`src/rtl/ckhs_pkg.sv`:
```
// shared constants, types and helpers for the canonical k-mer hash sampler
package ckhs_pkg;

   localparam int MAX_K_DEF  = 42;
   localparam int KLEN_W     = 6;
   localparam int DATA_W     = 64;
   localparam int CODE_W     = 3;
   localparam int CSR_IDX_W  = 2;
   localparam int MID_DEPTH  = 2;
   localparam int OUT_DEPTH  = 8;

   localparam logic [DATA_W-1:0] MIX_A = 64'hff51afd7ed558ccd;
   localparam logic [DATA_W-1:0] MIX_B = 64'hc4ceb9fe1a85ec53;

   localparam logic [KLEN_W-1:0] KMER_LENGTH_RST  = 6'd21;
   localparam logic [DATA_W-1:0] MIX_SEED_RST     = 64'd42;
   localparam logic [DATA_W-1:0] SAMPLE_LIMIT_RST = 64'd1844674407370955161;

   localparam logic [CSR_IDX_W-1:0] CSR_KMER_LENGTH  = 2'd0;
   localparam logic [CSR_IDX_W-1:0] CSR_MIX_SEED     = 2'd1;
   localparam logic [CSR_IDX_W-1:0] CSR_SAMPLE_LIMIT = 2'd2;

   localparam logic [CODE_W-1:0] CODE_NONE = 3'd0;
   localparam logic [CODE_W-1:0] CODE_A    = 3'd1;
   localparam logic [CODE_W-1:0] CODE_C    = 3'd6;
   localparam logic [CODE_W-1:0] CODE_G    = 3'd3;
   localparam logic [CODE_W-1:0] CODE_T    = 3'd4;

   typedef logic [CODE_W-1:0] code_type;

   function automatic code_type base_code(input logic [7:0] c);
      code_type r;
      case (c)
         "A", "a": r = CODE_A;
         "C", "c": r = CODE_C;
         "G", "g": r = CODE_G;
         "T", "t": r = CODE_T;
         default:  r = CODE_NONE;
      endcase
      return r;
   endfunction

endpackage

```
`src/rtl/ckhs_front.sv`:
```
// front end: base decode, k-mer shift register, valid count and hash request
module ckhs_front
   import ckhs_pkg::*;
#(
   parameter int MAX_K = MAX_K_DEF
) (
   input  logic                          clock,
   input  logic                          reset,
   input  logic                          beat,
   input  logic [7:0]                    base_char,
   input  logic                          window_start,
   input  logic [KLEN_W-1:0]             kmer_length,
   output logic                          mq_push,
   output logic [KLEN_W+3*MAX_K-1:0]     mq_data
);

   localparam int W     = 3 * MAX_K;
   localparam int CNT_W = $clog2(MAX_K + 1);
   localparam logic [CNT_W-1:0]  CNT_MAX = CNT_W'(MAX_K);
   localparam logic [KLEN_W-1:0] K_MAX   = KLEN_W'(MAX_K);

   logic [W-1:0]      win_ff, win_in;
   logic [CNT_W-1:0]  cnt_ff, cnt_in;
   logic [W-1:0]      base_win;
   logic [CNT_W-1:0]  base_cnt;
   logic [KLEN_W-1:0] k_eff;
   code_type          code;

   always_comb begin
      if (kmer_length == '0) begin
         k_eff = KLEN_W'(1);
      end else if (kmer_length > K_MAX) begin
         k_eff = K_MAX;
      end else begin
         k_eff = kmer_length;
      end
   end

   always_comb begin
      code     = base_code(base_char);
      base_win = window_start ? '0 : win_ff;
      base_cnt = window_start ? '0 : cnt_ff;
      win_in   = win_ff;
      cnt_in   = cnt_ff;
      mq_push  = 1'b0;
      if (beat) begin
         if (code == CODE_NONE) begin
            win_in = '0;
            cnt_in = '0;
         end else begin
            // newest code enters at the low end
            win_in  = W'({base_win, code});
            cnt_in  = (base_cnt == CNT_MAX) ? base_cnt : base_cnt + CNT_W'(1);
            mq_push = (7'(cnt_in) >= 7'(k_eff));
         end
      end
      mq_data = {k_eff, win_in};
   end

   always_ff @(posedge clock) begin
      if (reset) begin
         win_ff <= '0;
         cnt_ff <= '0;
      end else begin
         win_ff <= win_in;
         cnt_ff <= cnt_in;
      end
   end

endmodule

```
`config.mk`:
```
export PLATFORM = sky130hd
export DESIGN_NAME = ckhs_front
export DESIGN_NICKNAME = d
export VERILOG_FILES = /design/src/rtl/ckhs_pkg.sv /design/src/rtl/ckhs_front.sv
export SDC_FILE = /design/constraint.sdc
export NUM_CORES = 1
export LEC_CHECK = 0
export ABC_AREA = 1
export BUFFER_PORTS_ARGS = -buffer_cell sky130_fd_sc_hd__buf_2
export CAP_MARGIN = 30
export CORE_MARGIN = 4
export CORE_UTILIZATION = 55
export CTS_BUF_LIST = sky130_fd_sc_hd__clkbuf_8
export CTS_CLUSTER_DIAMETER = 150
export DETAILED_ROUTE_END_ITERATION = 10
export PLACE_DENSITY_LB_ADDON = 0.1
export RECOVER_POWER = 50
export SLEW_MARGIN = 10
export SYNTH_ARGS = -nofsm -noshare
export SYNTH_HDL_FRONTEND = slang
export SYNTH_SLANG_ARGS = --single-unit
```
`constraint.sdc`:
```
create_clock -name clock -period 2.4 [get_ports clock]
set_clock_uncertainty 0.15 [all_clocks]
set_input_delay 0.24 -clock clock [delete_from_list [all_inputs] [get_ports clock]]
set_output_delay 0.24 -clock clock [all_outputs]
set_load 0.02 [all_outputs]
```
==> Word-level counts from Yosys, hierarchy flattened <==
Index checks and enable logic that the tools add are counted.
{ "classes": {"addsub": 1, "n_lt_le_gt_ge": 2, "eq_ne": 9, "mux": 11, "reduce_logical": 6} }
{ "op_table": {"columns": ["cell", "n"], "rows": [
  ["$mux W126", 2],
  ["$mux W123", 1],
  ["$eq A8 B7 Y1 const B", 8],
  ["$mux W6", 5],
  ["$pmux W3 S4", 1],
  ["$reduce_or A2 Y1", 4],
  ["$add A6 B1 Y6 const B", 1],
  ["$eq A6 B6 Y1 const B", 1],
  ["$ge A6 B6 Y1", 1],
  ["$gt A6 B6 Y1 const B", 1],
  ["$logic_not A6 Y1", 1],
  ["$logic_not A3 Y1", 1],
  ["$mux W1", 2]
]} }
{ "word_totals": {"register_bits": 132, "out_inout_bits": 133} }

==> Longest topological paths before layout <==
{ "depth": {"word_depth": 6, "ltp_mapped": 14, "mapped_depth_nobuf": 14} }

==> Worst setup path after synthesis <==
Ideal clock, no wire load.
{ "synth_timing": {"path_type": "input -> output", "startpoint": "input port kmer_length[4]", "endpoint": "output port mq_push", "arrival_time_ns": 1.878, "t_required_ns": 2.010, "path_slack_ns": 0.132, "stages": 13, "path_cell_list": "inv_1 > nand3_1 > o211ai_1 > inv_1 > nor2_1 > inv_1 > ha_1 > nand2_1 > nor2_1 > o21ai_0 > o211ai_1 > o21ai_1 > nor2_1"} }
{ "synth_via": {"elab_chain_cells": 6} }
{ "synth_rtl": {"columns": ["item", "line_no", "text"], "rows": [
  ["start: declaration", "ckhs_front.sv:12", "input logic [KLEN_W-1:0] kmer_length,"],
  ["$gt A6 B6 Y1", "ckhs_front.sv:32", "end else if (kmer_length > K_MAX) begin"],
  ["$mux W6", "ckhs_front.sv:32", null],
  ["$mux W6 *", "ckhs_front.sv:30", "if (kmer_length == '0) begin"],
  ["via mq_data[128]", "ckhs_front.sv:14", "output logic [KLEN_W+3*MAX_K-1:0] mq_data"],
  ["$ge A6 B6 Y1 *", "ckhs_front.sv:54", "mq_push = (7'(cnt_in) >= 7'(k_eff));"],
  ["$mux W1 *", "ckhs_front.sv:47", "if (code == CODE_NONE) begin"],
  ["$mux W1 *", "ckhs_front.sv:46", "if (beat) begin"],
  ["end: declaration", "ckhs_front.sv:13", "output logic mq_push,"]
]} }
The timed path passes the listed nets; every way through them passes the cells marked *.

==> Worst setup path in the final report <==
{ "layout_timing": {"startpoint": "register cnt_ff[1]", "endpoint": "output port mq_push"} }
{ "layout_via": {"elab_chain_cells": 6} }
{ "layout_rtl": {"columns": ["item", "line_no", "text"], "rows": [
  ["start: declaration", "ckhs_front.sv:23", "logic [CNT_W-1:0] cnt_ff, cnt_in;"],
  ["start signal: assignment", "ckhs_front.sv:66", "cnt_ff <= cnt_in;"],
  ["$mux W6 *", "ckhs_front.sv:42", "base_cnt = window_start ? '0 : cnt_ff;"],
  ["$add A6 B1 Y6 or $eq A6 B6 Y1 (tied branches)", "ckhs_front.sv:53", "cnt_in = (base_cnt == CNT_MAX) ? base_cnt : base_cnt + CNT_W'(1);"],
  ["$mux W6 *", "ckhs_front.sv:53", null],
  ["$ge A6 B6 Y1 *", "ckhs_front.sv:54", null],
  ["$mux W1 *", "ckhs_front.sv:47", null],
  ["$mux W1 *", "ckhs_front.sv:46", null]
]} }
Every way passes the cells marked *; elsewhere a longest branch is shown, timed or not.

==> results.md <==
* Status: finished, violations left
* Failing checks: setup timing
* Number of remaining DRC errors at 0
* Final setup vio count at about 120
* Area grow syn2layout at 13.2%
* Fin. Hold Viols at 0
* Post-Place Cell Area at about 0.0074 mm²
* Worst min path class: in -> reg
* GRT Overall Usage at ~22%
* Family with the most delay on the worst path: simple AND/OR/NAND/NOR gates
* Startpoint Class: flop
* Grt ovf at 0
* Commonest cells in the netlist: nand2_1 (286), dfxtp_1 (132), nand3_2 (99)
* Io pins at ~150
* Die height at approximately 120 µm
* Leading area contributor after synthesis: dfxtp_1
* Max-cap violations at 0
* ANT nets after route at 0
* Slew @ Worst Pin at 1170 ps
* F_max at around 350 MHz
* WL met2 at between 7000 and 8000 µm
* Die width at ~120 µm
* Critical Path AT at 2500 ps
* #FFs+latches synth at about 130
* Row count at 39
* Initial cell density of the core at a little under three fifths
* Starting DRT DRC Count at between 400 and 500
* Worst skew pair latency at approximately 430 ps
* Share of layout cells above drive strength 1 at roughly a third
* Inserted Diodes at 0
* Most frequent cell after synthesis: nand2_1
* CP Data Required Time at 2010 ps
* Netlist cell types at 30
* Post-DP HPWL at ~11000 µm
* Largest net degree at the start of global routing at between 60 and 70
* Fin crit share at 120%
* Post-synth top area share at between 40% and 50%
* Max FO, Critical Path at 3
* Max layer used: met4
* Vias in the first global route at 5573
* DRT met1 WL at 7010 µm
* Setup ws final at -485 ps
* Post-synth EDFFs at 0
* Power, Total at roughly 0.0043 W
* Rel. slew slack at 22.3%
* CP max stage cell: dfxtp_2
* Vias after detailed routing at 5892
* WS Path Type: reg -> out
* Finished Layout Cells at about 1100
* Root Driver: clkbuf_8
* VDD IR-drop max at around 0.35 mV
* # clock sinks at approximately 130
* Initial antenna violation count at 0
* CTS H-tree depth at 4
* Fillcell total at approximately 1000
* Post-synth top flop: dfxtp_1
* Cells taking the most area after synthesis: dfxtp_1 (40%), nand2_1 (16%), nand3_2 (15%)
* Pleak at 3.74 nW
* RSZ-0062 raised after global routing: yes
* Vias/cell at between 5 and 6
* RePlAce Congestion at 0.901
* Final min period at approximately 2900 ps
* CTS Hold Bufs at 0
* Global-route wire length before repair at 26000 µm
* CTS tree: done
* Mapped Area at around 0.0066 mm²
* Final core utilization at between 60 and 70%
* CP Cell Sequence: inv_2, nor2_4, ha_4, nand4_1, xnor2_2, ha_1, nand2_2, nor2_1, o21ai_1, o211ai_1, o21ai_1, nor2_1, buf_4
* Die Area at around 0.014 mm²
* DR WL/cell at between 10 and 15 µm
* Max Buffers Root-to-Sink at 2
* Finished Cell Area at 0.00746 mm²
* NumNets Final at slightly below 1000
* Mean Syn Cell Area at between 8 and 9 µm²
* Final Max Tran Viols at 0
* Buffers added on ports at roughly 150
* Buffers & Inverters on Critical Path at 2
* Power per cell area at roughly 570 mW/mm²
* Sequential element share of the synthesized area at between 40% and 50%
* Placed Instances at about 1100
* Asr flop ratio synth at 0%
* DRT Pass-1 Iters at 4
* Biggest cell delay along the critical path at 330 ps
* Mapped Nets at around 840
* Core ar. at between 0.01 and 0.015 mm²
* Met3 wire length at approximately 1000 µm
* Post-Syn Instances at between 800 and 900
* Critical Path End Type: output pin
* Reg clk slew, reported paths at approximately 70 ps
* Cts bufs inserted at 17
* Total wire length at approximately 16000 µm
* Synth Warn # at 0
sequential cells by signal (all words and copies together), names as in the netlist:
name	count
cnt_ff	6
win_ff	126
area by class of cell:
type | instances | area [µm²] | share of cell area [%]
Inverter | 24 | 92.6 | 1.24
Clock buffer | 21 | 289 | 3.87
Sequential cell | 132 | 2650 | 35.5
Multi-Input combinational cell | 599 | 3120 | 41.8
Tap cell | 143 | 179 | 2.40
Clock inverter | 10 | 106 | 1.42
Timing Repair Buffer | 170 | 1030 | 13.8
worst register-to-register path: stages (launching register included):
cell and delay [ps]:
dfxtp_2 330, inv_2 40, nor2_4 140, ha_4 170, nand4_1 140, xnor2_2 210, buf_4 140, buf_4 100
nand3_2 60, a21oi_1 120
cell families after synthesis:
group                    count (synthesis)  share of synthesized area, %
flip-flops                             132                          40.1
AND/OR/NAND/NOR                        447                          36.0
XOR/XNOR                                 2                         0.266
AO/OA/AOI/OAI                          142                          15.1
adder cells (fa/ha/maj)                  8                          1.52
buffers and inverters                   82                          7.00
what timing repair did:
item,CTS,global route
setup buffers,3,0
endpoints found under the setup margin,1,1
pin swaps,10,11
gates resized for setup,14,10
power breakdown:
group / switching [W] / internal [W]
combinational: 0.000184 / 0.0000616
sequential: 0.000000311 / 0.00219
clock: 0.000835 / 0.00102
final timing paths:
check,startpoint,endpoint,depth (start not counted),slack [ps]
setup / recovery,cnt_ff[1],mq_push,13,-490
hold reg to reg,cnt_ff[4],cnt_ff[4],2,320
setup reg to reg,cnt_ff[1],cnt_ff[4],9,730
hold / removal,beat,cnt_ff[2],3,50
layer usage:
| metal | GRT usage (%) | vias up |
|---|---|---|
| met3 | 6.25 | 26 |
| met2 | 36.0 | 184 |
| li1 | - | 2954 |
| met4 | 8.64 | 0 |
| met5 | 0 | - |
| met1 | 28.5 | 2728 |
through the flow:
stage | hold WS, ps | setup TNS (ps) | setup slack (ps)
5_1_grt | 38.2 | -50020 | -539
2_1_floorplan | 295 | 0 | 132
3_3_place_gp | 308 | 0 | 13.5
6_report | 49.6 | -21780 | -485
3_5_place_dp | 318 | -181 | -181
4_1_cts | 33.9 | -438 | -438
layout by cell type (no fill, tap or decap), types with 2 or more instances in the layout:
master,n
bufinv_16,2
inv_2,2
nand4_1,2
nand2_1,285
nor2_4,4
nand3_1,117
clkbuf_8,21
o21ai_1,3
a21oi_1,68
clkinv_2,4
a21oi_2,66
buf_12,10
clkbuf_1,3
buf_2,144
o21ai_0,2
o211ai_1,2
nand3_2,19
ha_4,2
inv_1,22
clkinvlp_4,3
buf_4,11
nor2_2,3
dfxtp_1,129
nor2_1,12
ha_1,6
dfxtp_2,3
No activity file was read; power rests on OpenSTA's default activity.
