`config.mk`:
```
export PLATFORM = sky130hd
export DESIGN_NAME = ckhs_queue
export DESIGN_NICKNAME = d
export VERILOG_FILES = /design/src/rtl/ckhs_pkg.sv /design/src/rtl/ckhs_queue.sv
export SDC_FILE = /design/constraint.sdc
export NUM_CORES = 1
export LEC_CHECK = 0
export BUFFER_PORTS_ARGS = -buffer_cell sky130_fd_sc_hd__buf_2
export CAP_MARGIN = 10
export CORE_AREA = 5 5 173 92
export CTS_BUF_LIST = sky130_fd_sc_hd__clkbuf_2 sky130_fd_sc_hd__clkbuf_4 sky130_fd_sc_hd__clkbuf_8
export CTS_CLUSTER_DIAMETER = 40
export CTS_CLUSTER_SIZE = 10
export DETAILED_ROUTE_END_ITERATION = 10
export DIE_AREA = 0 0 178 97
export SYNTH_ARGS = -nofsm -noshare
export SYNTH_HDL_FRONTEND = slang
export SYNTH_SLANG_ARGS = --single-unit
```
`constraint.sdc`:
```
create_clock -name clock -period 5.3 [get_ports clock]
set_input_delay 0 -clock clock [delete_from_list [all_inputs] [get_ports clock]]
set_output_delay 0 -clock clock [all_outputs]
set_load 0.05 [all_outputs]
```
`src/rtl/ckhs_pkg.sv`:
```
// shared constants, types and helpers for the canonical k-mer hash sampler
package ckhs_pkg;

   localparam int MAX_K_DEF  = 42;
   localparam int KLEN_W     = 6;
   localparam int DATA_W     = 64;
   localparam int CODE_W     = 3;
   localparam int CSR_IDX_W  = 2;
   localparam int MID_DEPTH  = 2;
   localparam int OUT_DEPTH  = 8;

   localparam logic [DATA_W-1:0] MIX_A = 64'hff51afd7ed558ccd;
   localparam logic [DATA_W-1:0] MIX_B = 64'hc4ceb9fe1a85ec53;

   localparam logic [KLEN_W-1:0] KMER_LENGTH_RST  = 6'd21;
   localparam logic [DATA_W-1:0] MIX_SEED_RST     = 64'd42;
   localparam logic [DATA_W-1:0] SAMPLE_LIMIT_RST = 64'd1844674407370955161;

   localparam logic [CSR_IDX_W-1:0] CSR_KMER_LENGTH  = 2'd0;
   localparam logic [CSR_IDX_W-1:0] CSR_MIX_SEED     = 2'd1;
   localparam logic [CSR_IDX_W-1:0] CSR_SAMPLE_LIMIT = 2'd2;

   localparam logic [CODE_W-1:0] CODE_NONE = 3'd0;
   localparam logic [CODE_W-1:0] CODE_A    = 3'd1;
   localparam logic [CODE_W-1:0] CODE_C    = 3'd6;
   localparam logic [CODE_W-1:0] CODE_G    = 3'd3;
   localparam logic [CODE_W-1:0] CODE_T    = 3'd4;

   typedef logic [CODE_W-1:0] code_type;

   function automatic code_type base_code(input logic [7:0] c);
      code_type r;
      case (c)
         "A", "a": r = CODE_A;
         "C", "c": r = CODE_C;
         "G", "g": r = CODE_G;
         "T", "t": r = CODE_T;
         default:  r = CODE_NONE;
      endcase
      return r;
   endfunction

endpackage

```
`src/rtl/ckhs_queue.sv`:
```
// small first-word-fall-through queue built from registers
module ckhs_queue
   import ckhs_pkg::*;
#(
   parameter int DEPTH = MID_DEPTH,
   parameter int WIDTH = DATA_W
) (
   input  logic             clock,
   input  logic             reset,
   input  logic             push,
   input  logic [WIDTH-1:0] push_data,
   output logic             full,
   input  logic             pop,
   output logic [WIDTH-1:0] pop_data,
   output logic             empty
);

   localparam int PTR_W = $clog2(DEPTH);
   localparam int CNT_W = $clog2(DEPTH + 1);
   localparam logic [PTR_W-1:0] LAST = PTR_W'(DEPTH - 1);
   localparam logic [CNT_W-1:0] FULL_CNT = CNT_W'(DEPTH);

   logic [WIDTH-1:0] mem_ff [DEPTH];
   logic [PTR_W-1:0] wr_ptr_ff, wr_ptr_in;
   logic [PTR_W-1:0] rd_ptr_ff, rd_ptr_in;
   logic [CNT_W-1:0] count_ff, count_in;
   logic             do_push, do_pop;

   assign full     = (count_ff == FULL_CNT);
   assign empty    = (count_ff == '0);
   assign do_push  = push && !full;
   assign do_pop   = pop && !empty;
   assign pop_data = mem_ff[rd_ptr_ff];

   always_comb begin
      wr_ptr_in = wr_ptr_ff;
      rd_ptr_in = rd_ptr_ff;
      if (do_push) begin
         wr_ptr_in = (wr_ptr_ff == LAST) ? '0 : wr_ptr_ff + PTR_W'(1);
      end
      if (do_pop) begin
         rd_ptr_in = (rd_ptr_ff == LAST) ? '0 : rd_ptr_ff + PTR_W'(1);
      end
      count_in = count_ff + CNT_W'(do_push) - CNT_W'(do_pop);
   end

   always_ff @(posedge clock) begin
      if (reset) begin
         wr_ptr_ff <= '0;
         rd_ptr_ff <= '0;
         count_ff  <= '0;
      end else begin
         wr_ptr_ff <= wr_ptr_in;
         rd_ptr_ff <= rd_ptr_in;
         count_ff  <= count_in;
      end
   end

   always_ff @(posedge clock) begin
      if (do_push) begin
         mem_ff[wr_ptr_ff] <= push_data;
      end
   end

endmodule

```
Word-level counts from Yosys, hierarchy flattened
Memory sizes are Yosys's and may differ from the RTL's. A register that Yosys moved wholly into a read port is not among the register bits. Index checks and enable logic that the tools add are counted.

$add $sub $neg: 4. Eq/ne operators: 1. Mux-type cells: 6. Reduce and logical (&&, ||, !) cells: 5.

Operators with widths (number): $mux W1 (6); $add A1 B1 Y1 const B (2); $add A2 B1 Y2 (1); $eq A2 B2 Y1 const B (1); $logic_and A1 B1 Y1 (2); $logic_not A1 Y1 (2); $logic_not A2 Y1 (1); $sub A2 B1 Y2 (1).

Bits in registers: 4. Memory bits (writable): 128. Bits of input ports: 68. Output and inout port bits: 66. Logic and storage cells: 20. Memories kept: 1.

Memory list: mem_ff (depth 2, bits a word 64, read ports 1, clocked after memory_dff 1, write ports 1, line ckhs_queue.sv:23) `logic [WIDTH-1:0] mem_ff [DEPTH];`.

Longest topological paths before layout
Depth in word-level cells: 5. Depth in mapped cells: 8.

Worst setup path before layout
No wires, ideal clock.

Path kind: register to register. Start: reg count_ff[0]. End: mem mem_ff[0][0] (netlist bit), enable pin. Library setup time: 0.418 ns. Arrival time: 2.209 ns. Path slack: 2.673 ns. Cell stages (with the launch flop): 5. Buffers on the path: 0. Period minus slack after synthesis: 2.627 ns. Cells stage by stage: dfxtp_1 > nand2b_2 > inv_2 > or3_1 > inv_1.

Longest elaborated chain between the ends: 5.

RTL lines: start: declaration (line ckhs_queue.sv:26) `logic [CNT_W-1:0] count_ff, count_in;`; start signal: assignment (line ckhs_queue.sv:55) `count_ff <= count_in;`; $eq A2 B2 Y1 (line ckhs_queue.sv:29) `assign full = (count_ff == FULL_CNT);`; net full (line ckhs_queue.sv:12) `output logic full,`; $logic_not A1 Y1 (line ckhs_queue.sv:31) `assign do_push = push && !full;`; $logic_and A1 B1 Y1 (line ckhs_queue.sv:31); $mux W1 (line ckhs_queue.sv:60) `if (do_push) begin`; $mux W1 (not written as such) (line ckhs_queue.sv:61) `mem_ff[wr_ptr_ff] <= push_data;`; end: declaration (line ckhs_queue.sv:23).

The timed path passes the listed nets, and every way through them passes these cells.

==> results <==
- The flow ran to the end, and the final reports show no timing, DRC or antenna violations.
- By area the synthesized netlist is led by sky130_fd_sc_hd__edfxtp_1, sky130_fd_sc_hd__mux2_2, sky130_fd_sc_hd__dfxtp_1.
- Setup repair after global routing left no endpoint under its margin.
- The violation count after the first detailed-route iteration is 87.
- The total clock buffers created by CTS is 17.
- The number of clock sinks is 133.
- Compared with the post-synthesis result, the final layout area differs by 41.1%.
- After detailed routing, the number of remaining DRC violations is 0.
- For the worst flop-to-flop path, the logic depth is 3.
- The number of global-route vias before repair is between 3,000 and 4,000.
- After clock tree synthesis, the clock-pin slew on the worst setup and hold paths is 0.08 ns.
- The startpoint identified for the worst hold timing path is push_data[32].
- After Yosys synthesis, full adders, half adders and majority gates account for 0.516% of the synthesized area.
- The highest fanout seen on the critical path is 33.
- After clock tree synthesis, the repair step resized 0 gates.
- The final number of max-transition violations was 0.
- The kind of capture point of the worst setup path is an output port.
- The number of hold violations in the final report is 0.
- The startpoint type of the worst setup path is a register.
- The static leakage power is 2.58 nW.
- For hold timing, the worst endpoint is mem_ff[0][32].
- Leaving out fill and tap cells, the most frequent cell in the layout is sky130_fd_sc_hd__buf_2.
- After detailed placement, the design holds a cell count of 553.
- The number of top-level pins is 134.
- The worst path setup slack after routing is 2.83 ns.
- Measured against its own limit, the worst slew margin works out to 41.3%.
- Derived from the worst setup path, the maximum achievable clock frequency is 404 MHz.
- In the finished design, the share of the clock period the worst path needs comes to 46.7%.
- The critical register-to-register path endpoint is mem_ff[1][19].
- The TritonCTS clock tree is done.
- The mux cell area share after synthesis is 14.9%.
- In this run the biggest area consumer among cell types represents 79.3% of the synthesized area.
- Global routing used about an eighth of the available tracks across all layers.
- Leaving out filler cells and counting taps, the final layout contains 653.
- The largest area contributor in the synthesized netlist is sky130_fd_sc_hd__edfxtp_1.
- The total overflow left after global routing is 0.
- The routed layout has roughly 2,700 vias.
- Measured along the y axis, the die boundary spans 97 µm.
- The average wire per cell in the routed design is ~15 µm.
- In this run the cell area measured after placement is 5740 µm².
- The dominant combinational cell family by area after synthesis is multiplexers.
- The weighted congestion reported at the end of routability-driven placement is ~0.70.
- The clock insertion delay at the later pin of the skew report is 0.42 ns.
- After floorplanning, the core was divided into 31 placement rows.
- The total half-perimeter wirelength after legalization and detailed placement is around 6.3 mm.
- The library cells used most frequently in the layout, excluding fill and tap cells, are sky130_fd_sc_hd__buf_2, sky130_fd_sc_hd__edfxtp_1, sky130_fd_sc_hd__dlygate4sd3_1.
- Synthesis inferred 133 register bits.
- At the end of the flow, the number of nets in the layout was 512.
- The maximum count of clock buffers along a single path is 2.
- The worst setup slack after placement is 3.10 ns.
- For the pin with the worst max-slew slack, the measured transition is 0.880 ns.
- For this block, the routed nets add up to 10.1 mm of wire.
- The minimum clock period is 2.47 ns.
- The placeable core region is 14,200 µm².
- Data arrives at the worst endpoint at 2.47 ns.
- Yosys printed 0 warnings.
- The instance count along the most critical hold path is 2.
- The largest incremental delay on the critical path is approximately 0.84 ns.
- The initial utilization of the core area, before any placement, comes to around 34%.
- The post-synth net total is 296.
- After Yosys synthesis, and, or, nand and nor cells account for 1.21% of the synthesized area.
- The die covers between 15,000 and 20,000 µm².
- Adding up every negative setup slack in the final design gives 0 ns.
- Across the VDD grid, the largest voltage drop is 0.246 mV.
- The min-delay analysis places its worst path in the category in -> reg.
- The cell type group with the largest total delay on the critical path is flip-flops.
- In the final layout, the share of cells above drive strength 1 is 51.5%.
- The chip width is between 150 and 200 µm.
- The synthesized-area fraction occupied by xor and xnor cells is less than 1%.
- The finished cells cover about 6800 µm².
- The netlist uses 21 different library cells.
- In this run the power density over the cells is 531 nW/µm².
- The synthesized netlist devotes 0.361% of its cell area to compound gates.
- The count of mapped cells out of synthesis is 226.
- The first TritonRoute pass finished after 4 iterations.
- The clock tree synthesis step divided the H-tree into 4 levels.
- The critical path start-end classification is reg -> out.
- Using the TritonRoute via totals, the vias-per-cell ratio works out to around 4.2.
- The final setup violation count is 0.
- The sequential cell area fraction in the yosys report is 81.3%.
- The number of max-capacitance violations reported is 0.
- The synthesized area divided by synthesized cell count is 21.5 µm².
- For the final database, setup skew stands at 0.0118 ns.
- The minimum setup slack among reg-to-reg paths is 3.16 ns.
- The design draws 0.00364 W.
- The required time reported for the critical path endpoint is 5.30 ns.
- The startpoint identified for the worst register-to-register timing path is count_ff[0].
- The number of fill cells is 1,202.
- The master of the slowest instance on the critical path is sky130_fd_sc_hd__dfxtp_2.
- The number of port buffers is roughly 130.
- Counting both buffers and inverters, the worst setup path holds a total of 2.
- Entering global routing, the biggest net connects 65 pins.
- The critical path goes through buf_4 -> mux2_2 -> buf_2.
- The wire length of the first global-routing pass is 15.6 mm.
- The buffer cell driving the clock tree root is sky130_fd_sc_hd__clkbuf_8.
- The number of antenna violations at the first check in global routing came to 1.
- The detail route stage leaves a number of antenna-violating nets equal to 0.
- Summing every instance area after synthesis gives 4850 µm².
## Yosys cell counts
master	number
sky130_fd_sc_hd__a21oi_1	1
sky130_fd_sc_hd__and2_1	1
sky130_fd_sc_hd__and3_2	1
sky130_fd_sc_hd__buf_2	1
sky130_fd_sc_hd__buf_4	6
sky130_fd_sc_hd__dfxtp_1	5
sky130_fd_sc_hd__edfxtp_1	128
sky130_fd_sc_hd__ha_1	2
sky130_fd_sc_hd__inv_1	3
sky130_fd_sc_hd__inv_2	1
sky130_fd_sc_hd__mux2_2	64
sky130_fd_sc_hd__nand2_1	1
sky130_fd_sc_hd__nand2b_2	1
sky130_fd_sc_hd__nor2_1	4
sky130_fd_sc_hd__nor2b_1	1
sky130_fd_sc_hd__nor3_1	1
sky130_fd_sc_hd__o21a_1	1
sky130_fd_sc_hd__o21ai_0	1
sky130_fd_sc_hd__or3_1	1
sky130_fd_sc_hd__xnor2_1	1
sky130_fd_sc_hd__xor2_1	1
## repair_timing
item,CTS,global route
setup endpoints to repair,0,0
hold endpoints to repair,133,0
hold buffers,68,0
setup buffers,0,0
## routing by layer
layer  track usage, %  part of all wire [%]
met1             14.8                    47
met3             5.41                   7.3
met2             18.8                    45
met4             3.56                  0.74
met5                0                     0
## worst max path at each step
stage,slack [ns],cells past startpoint,startpoint,to
floorplan,2.67,4,count_ff[0],mem_ff[0][0]
global placement,3.15,3,count_ff[0],mem_ff[1][10]
detailed placement,3.10,3,count_ff[0],mem_ff[1][10]
CTS,2.74,3,register,pop_data[15]
global route,2.67,3,register,pop_data[15]
finish,2.83,3,register,pop_data[15]
## sequential cells by signal (all words and copies together) (netlist names), named ones only
register / cells
wr_ptr_ff: 1
mem_ff: 128
rd_ptr_ff: 1
count_ff: 2
## stage by stage
| step | utilization (%) | hold WS (ns) |
|---|---|---|
| after floorplan | - | 0.0691 |
| after global placement | 40.5 | 0.188 |
| after detailed placement | 40.5 | 0.191 |
| after CTS | 48.3 | 0.250 |
| after global routing | 48.3 | 0.252 |
| final | 48.3 | 0.294 |
## where the power goes
part	internal (W)	switching [W]
clock	0.000515	0.000381
sequential	0.00134	0.0000726
combinational	0.000382	0.000943
total	0.00224	0.00140
## cell type report
class | count | area, µm² | area share, %
clock inverter | 13 | 183 | 2.67
clock buffer | 18 | 241 | 3.53
tap | 198 | 248 | 3.62
inverter | 4 | 15.0 | 0.219
sequential | 133 | 3950 | 57.7
multi-input combinational | 82 | 840 | 12.3
timing repair buffer | 204 | 1370 | 20.0
antenna | 1 | 2.50 | 0.0366
## kinds of logic (layout without fill, tap and decap cells)
| kind of cell | after synthesis | after routing |
|---|---|---|
| DFF | 133 | 133 |
| muxes | 64 | 64 |
| and+or+nand+nor | 11 | 11 |
| buffers and inverters | 11 | 239 |
| AOI/OAI and AO/OA | 3 | 3 |
| adders and majority gates | 2 | 2 |
| xor gates and xnor gates | 2 | 2 |
| other | 0 | 1 |
No activity file was read; power rests on OpenSTA's default activity.
